[src/rtl/bti_pkg.sv]
// shared constants, codes and types for the bilinear table interpolator
package bti_pkg;

    localparam int NUM_TABLES = 4;
    localparam int MAX_POINTS = 16;
    localparam int DATA_W     = 32;
    localparam int TID_W      = 2;
    localparam int IDX_W      = 4;
    localparam int CNT_W      = 5;
    localparam int OP_W       = 3;
    localparam int ST_W       = 3;
    localparam int BP_AW      = TID_W + IDX_W;
    localparam int C_AW       = TID_W + 2 * IDX_W;
    localparam int S_TDATA_W  = 120;
    localparam int M_TDATA_W  = 32;

    localparam logic [OP_W-1:0] OP_WR_X   = 3'd0;
    localparam logic [OP_W-1:0] OP_WR_Y   = 3'd1;
    localparam logic [OP_W-1:0] OP_WR_Z   = 3'd2;
    localparam logic [OP_W-1:0] OP_COMMIT = 3'd3;
    localparam logic [OP_W-1:0] OP_QUERY  = 3'd4;

    localparam logic [ST_W-1:0] ST_OK       = 3'd0;
    localparam logic [ST_W-1:0] ST_NOT_COMM = 3'd1;
    localparam logic [ST_W-1:0] ST_X_RANGE  = 3'd2;
    localparam logic [ST_W-1:0] ST_Y_RANGE  = 3'd3;
    localparam logic [ST_W-1:0] ST_KEY_USED = 3'd4;
    localparam logic [ST_W-1:0] ST_BAD_SIZE = 3'd5;

    typedef enum logic [4:0] {
        S_IDLE, S_EXEC, S_XR0, S_XR1, S_XR2, S_YR0, S_YR1, S_YR2,
        S_XS_A, S_XS_D, S_YS_A, S_YS_D, S_C0, S_C1, S_C2, S_C3, S_C4,
        S_L0G, S_L0W, S_L1G, S_L1W, S_L2G, S_L2W, S_EMIT
    } t_state;

    typedef enum logic [4:0] {
        DP_IDLE, DP_LOAD, DP_EXEC, DP_XR0, DP_XR1, DP_XR2, DP_YR0, DP_YR1, DP_YR2,
        DP_XS_A, DP_XS_D, DP_YS_A, DP_YS_D, DP_C0, DP_C1, DP_C2, DP_C3, DP_C4,
        DP_L0G, DP_L0W, DP_L1G, DP_L1W, DP_L2G, DP_L2W, DP_EMIT
    } t_dp_cmd;

    typedef struct packed {
        logic query_go;
        logic range_bad;
        logic scan_done;
        logic lerp_done;
        logic out_busy;
    } t_dp_sts;

    typedef enum logic [2:0] {
        L_IDLE, L_MUL, L_DIV, L_FIN, L_DONE
    } t_lstate;

endpackage

[src/rtl/bti_ctrl.sv]
// controller state machine sequencing one transaction through the datapath
module bti_ctrl
    import bti_pkg::*;
(
    input  logic    i_clk,
    input  logic    i_rst_n,
    input  logic    i_s_tvalid,
    input  t_dp_sts i_sts,
    output logic    o_s_tready,
    output t_dp_cmd o_cmd
);

    t_state r_state, n_state;

    always_ff @(posedge i_clk) begin
        if (!i_rst_n) begin
            r_state <= S_IDLE;
        end else begin
            r_state <= n_state;
        end
    end

    always_comb begin
        n_state    = r_state;
        o_cmd      = DP_IDLE;
        o_s_tready = 1'b0;
        case (r_state)
            S_IDLE: begin
                o_s_tready = 1'b1;
                if (i_s_tvalid) begin
                    o_cmd   = DP_LOAD;
                    n_state = S_EXEC;
                end
            end
            S_EXEC: begin
                o_cmd   = DP_EXEC;
                n_state = i_sts.query_go ? S_XR0 : S_EMIT;
            end
            S_XR0: begin
                o_cmd   = DP_XR0;
                n_state = S_XR1;
            end
            S_XR1: begin
                o_cmd   = DP_XR1;
                n_state = S_XR2;
            end
            S_XR2: begin
                o_cmd   = DP_XR2;
                n_state = i_sts.range_bad ? S_EMIT : S_YR0;
            end
            S_YR0: begin
                o_cmd   = DP_YR0;
                n_state = S_YR1;
            end
            S_YR1: begin
                o_cmd   = DP_YR1;
                n_state = S_YR2;
            end
            S_YR2: begin
                o_cmd   = DP_YR2;
                n_state = i_sts.range_bad ? S_EMIT : S_XS_A;
            end
            S_XS_A: begin
                o_cmd   = DP_XS_A;
                n_state = S_XS_D;
            end
            S_XS_D: begin
                o_cmd   = DP_XS_D;
                n_state = i_sts.scan_done ? S_YS_A : S_XS_A;
            end
            S_YS_A: begin
                o_cmd   = DP_YS_A;
                n_state = S_YS_D;
            end
            S_YS_D: begin
                o_cmd   = DP_YS_D;
                n_state = i_sts.scan_done ? S_C0 : S_YS_A;
            end
            S_C0: begin
                o_cmd   = DP_C0;
                n_state = S_C1;
            end
            S_C1: begin
                o_cmd   = DP_C1;
                n_state = S_C2;
            end
            S_C2: begin
                o_cmd   = DP_C2;
                n_state = S_C3;
            end
            S_C3: begin
                o_cmd   = DP_C3;
                n_state = S_C4;
            end
            S_C4: begin
                o_cmd   = DP_C4;
                n_state = S_L0G;
            end
            S_L0G: begin
                o_cmd   = DP_L0G;
                n_state = S_L0W;
            end
            S_L0W: begin
                o_cmd = DP_L0W;
                if (i_sts.lerp_done) n_state = S_L1G;
            end
            S_L1G: begin
                o_cmd   = DP_L1G;
                n_state = S_L1W;
            end
            S_L1W: begin
                o_cmd = DP_L1W;
                if (i_sts.lerp_done) n_state = S_L2G;
            end
            S_L2G: begin
                o_cmd   = DP_L2G;
                n_state = S_L2W;
            end
            S_L2W: begin
                o_cmd = DP_L2W;
                if (i_sts.lerp_done) n_state = S_EMIT;
            end
            S_EMIT: begin
                if (!i_sts.out_busy) begin
                    o_cmd   = DP_EMIT;
                    n_state = S_IDLE;
                end
            end
            default: n_state = S_IDLE;
        endcase
    end

endmodule

[config.mk]
export PLATFORM = sky130hd
export DESIGN_NAME = bti_ctrl
export DESIGN_NICKNAME = d
export VERILOG_FILES = /design/src/rtl/bti_pkg.sv /design/src/rtl/bti_ctrl.sv
export SDC_FILE = /design/constraint.sdc
export NUM_CORES = 1
export LEC_CHECK = 0
export BUFFER_PORTS_ARGS = -buffer_cell sky130_fd_sc_hd__buf_2
export CAP_MARGIN = 30
export CORE_MARGIN = 10
export CORE_UTILIZATION = 35
export CTS_CLUSTER_SIZE = 25
export DETAILED_ROUTE_END_ITERATION = 10
export GPL_ROUTABILITY_DRIVEN = 1
export PLACE_DENSITY = 0.54
export SYNTH_ARGS = -nofsm -noshare
export SYNTH_HDL_FRONTEND = slang
export SYNTH_SLANG_ARGS = --single-unit
export TNS_END_PERCENT = 30
[constraint.sdc]
create_clock -name i_clk -period 3.4 [get_ports i_clk]
set_input_delay 0.17 -clock i_clk [delete_from_list [all_inputs] [get_ports i_clk]]
set_output_delay 0.17 -clock i_clk [all_outputs]
set_load 0.02 [all_outputs]
# Yosys cells after proc, flatten, opt, wreduce, memory -nomap -nowiden
# Index checks and enable logic that the tools add are counted.
# Widths: inputs -> output; s select.
totals:
  elab_cells: 46
  ff_bits: 5
  out_inout_bits: 6
  in_bits: 8
op_classes:
  reduce_logical: 2
  n_mux: 15
  n_eq_ne: 28
ops:
  columns: ["cell", "count"]
  rows:
  - ["$pmux 5 s24", 2]
  - ["$mux 5", 9]
  - ["$eq 5x4->1 const B", 8]
  - ["$eq 5x5->1 const B", 8]
  - ["$eq 5x3->1 const B", 4]
  - ["$eq 5x2->1 const B", 2]
  - ["$ne 2x2->1 const B", 5]
  - ["$eq 5x1->1 const B", 1]
  - ["$logic_not 5->1", 1]
  - ["$reduce_and 5->1", 1]
  - ["$mux 3", 1]
  - ["$mux 1", 2]
  - ["$mux 2", 1]

# Logic depth before layout (Yosys ltp)
logic_depth:
  depth_word: 3
  mapped_depth: 7
  depth_no_buf: 5

# Worst setup path after synthesis
# OpenSTA, ideal clock, no wires.
synth_path:
  path_type: "register to register"
  start: "register r_state[1]"
  end: "register r_state[0]"
  t_required_ns: 3.285
  arrival_time_ns: 1.525
  path_slack_ns: 1.760
  stages_incl_launch_ff: 7
  path_cell_list: "dfxtp_1 buf_6 or4_4 o32a_1 o21ai_2 a21oi_1 o21a_1"
synth_via:
  elab_chain_cells: 3
  word_cells_on_any_way: 31
  classes_between: "eq/ne: 28; mux: 1; reduce/logical: 2"
synth_lines:
  columns: ["item", "line_no", "rtl"]
  rows:
  - ["start, declared", "bti_ctrl.sv:13", "t_state r_state, n_state;"]
  - ["start signal, assigned", "bti_ctrl.sv:19", "r_state <= n_state;"]
  - ["$eq 5x5->1 / $logic_not 5->1 (equally long branches)", "bti_ctrl.sv:27", "case (r_state)"]
  - ["$ne 2x2->1 (no source line)", null, null]
  - ["$reduce_and 5->1 (no source line)", null, null]
# Several ways; a longest one is shown, not always the timed one.
# A chain may end at the register's enable or synchronous reset.

# Worst setup path after layout
layout_path:
  start: "register r_state[0]"
  end: "output port o_cmd[3]"
layout_via:
  elab_chain_cells: 2
  word_cells_on_any_way: 25
  classes_between: "eq/ne: 23; mux: 1; reduce/logical: 1"
layout_lines:
  columns: ["item", "line_no", "rtl"]
  rows:
  - ["$eq 5x5->1, or another cell as far along", "bti_ctrl.sv:27", null]
  - ["$pmux 5 s24 (*)", "bti_ctrl.sv:27", null]
  - ["end, declared", "bti_ctrl.sv:10", "output t_dp_cmd o_cmd"]
# Every way passes the cells marked *; elsewhere a longest branch is shown, timed or not.

==> metrics.txt <==
outcome=finished, final reports clean; Final Max Slew Viols=0; Final Hold Viols=0; number of flip-flops in the largest register=5; EDFF count, synth=0; cell taking the most area after synthesis=dfxtp_1; IO Port Bufs=13; unrepaired setup endpoints after global routing=no; clk_skew=0.001095 ns; Starting Density=38.46%; layout cells sized above 1=23.46%; crit path capture type=primary output; GRT Overall Usage=7.719%; vias in the first global route=495; CTS root buf=clkbuf_4; wire length per cell=13.29 µm; worst path cell trace=nand3_1, or3_1, o21ai_0, buf_2; maxcap violations=0; Core Box Area=1334 µm²; FILL cells=161; GPL Wtd Cong=0.7991; pre-CTS WS=1.574 ns; Post-CTS Setup Bufs=0; Total Wirelength=1276 µm; hold crit path type=input port to flop; Vias/cell=5.521; gr ovfl total=0; 1st-iter DRT viols=14; Synth Register Bits=5; Clock Sinks=5; Worst setup SP type=flop; fin nets=90; count leader, synth=nor2_1; top flop regs=r_state: 5 flops; critical path class=flop to primary output; Max VDD drop=373.1 µV; top cells by count, synth=7 x nor2_1, 6 x a21oi_1, 5 x clkbuf_1, 5 x dfxtp_1, 4 x nand2_1; Worst-Skew Late Latency=0.23 ns; min Tclk post-route=2.025 ns; Synth cell types=39; Cells after Synth=72; Fmax=493.8 MHz; first-pass GRT wire length=2166 µm; Area contributors post-synth=dfxtp_1 20%, a21oi_1 5.9%, nor2_1 5.1%; Yosys warnings=0; Max stage delay on crit path=0.64 ns; flop2flop setup slack=1.57 ns; worst-margin pin slew=0.5997 ns; Power Density=906.4 nW/µm²; Placed Instances=92; Non-Filler Instances=96; total power=527.4 µW; post-route setup slack=1.375 ns; Mean Syn Cell Area=7.125 µm²; chip width=58.29 µm; clock slew at reported path FFs=0.04 ns; Row Count=13; HPWL after DPL=961.5 µm; Worst R2R End=r_state[0]; H-Tree Depth=1; initial antenna violation count=0; placed inst area=555.5 µm²; CTS tree=built; clock tree buffer depth=2; die area=3397 µm²; # resized after CTS=0; CP endpoint=o_cmd[3]; Antenna Violating Nets Remaining=0; multi-input logic area=360.3 µm²; Pre-Repair DR Iteration Count=4; Mapped Nets=80; asr flop ratio synth=0%; CTS Hold Bufs=0; Worst Setup SP=r_state[0]; CP top delay family=simple AND/OR/NAND/NOR gates; post-synthesis sequential area ratio=19.51%; crit share post-route=59.56%; Fin Setup TNS=0 ns; I/O pin count=14; die span in y=58.29 µm; Setup violations, final=0; Crit path arrival time=1.86 ns; largest reg by FF count=r_state; worst r2r path cells=5; post-synth top area share=19.51%; Critical Path RT=3.23 ns; Final Core Density=43.62%; reg-to-reg startpoint=r_state[1]; n_diodes=0; hold_ws=0.2002 ns; cts bufs inserted=3; Bufs and invs on worst path=1; largest net degree at the start of global routing=21; drc violations=0; Synth Cell Area=513.0 µm²; Slew headroom=59.96%; LEAKAGE=0.2278 nW; Layout area overhead=13.41%; register area=100.1 µm²; hold path start=i_rst_n; Critical Path Slowest Stage Cell=dfxtp_1; predominant post-synthesis flop cell=dfxtp_1; largest fanout on the critical path=16; WP depth=4; DR vias=530; final instance area=581.8 µm²
[worst min-delay path by stage]
stage / to / cells after the start
after floorplan: r_state[0] / 1
after global placement: r_state[0] / 2
after detailed placement: r_state[2] / 2
after CTS: r_state[4] / 2
after global routing: r_state[4] / 2
final: r_state[4] / 2
[kinds of logic (layout without fill, tap and decap cells)]
| logic type | Yosys count | count (layout) | share of synthesized area [%] |
|---|---|---|---|
| flops | 5 | 5 | 19.51 |
| simple gates | 26 | 26 | 27.07 |
| xor+xnor | 3 | 3 | 5.123 |
| compound gates | 27 | 27 | 38.06 |
| buf+inv | 11 | 20 | 10.24 |
[layout make-up]
| type | count | share of cell area [%] |
|---|---|---|
| Multi-Input combinational cell | 56 | 61.94 |
| Clock buffer | 4 | 4.516 |
| Sequential cell | 5 | 17.20 |
| Tap cell | 15 | 3.226 |
| Inverter | 3 | 1.935 |
| Timing Repair Buffer | 13 | 11.18 |
[routing by layer]
metal / vias to the layer above / part of all wire [%] / track usage (%)
li1: 285 / - / -
met1: 230 / 46 / 9.553
met2: 13 / 46 / 10.77
met3: 2 / 6.8 / 2.397
met4: 0 / 0.39 / 5.705
met5: - / 0 / 0
[cell usage in the layout, fill, tap and decap left out, drive strengths merged, types with 2 or more instances in the layout]
| cell | instances |
|---|---|
| a21oi | 6 |
| xor2 | 2 |
| nor2 | 7 |
| nor3b | 3 |
| o21bai | 2 |
| o32a | 2 |
| nor4 | 2 |
| clkbuf | 4 |
| buf | 13 |
| inv | 3 |
| nand2 | 4 |
| a31oi | 2 |
| o21ai | 3 |
| a21boi | 2 |
| nand3 | 3 |
| dfxtp | 5 |
[power breakdown]
part           internal (mW)  leakage (nW)  switching (mW)  total, mW
sequential            0.0792        0.0410          0.0828      0.162
clock                 0.0442        0.0150          0.0214     0.0656
combinational          0.138         0.172           0.161      0.300
total                  0.262         0.228           0.266      0.527
Note: power is estimated with default switching activity, not from simulation.
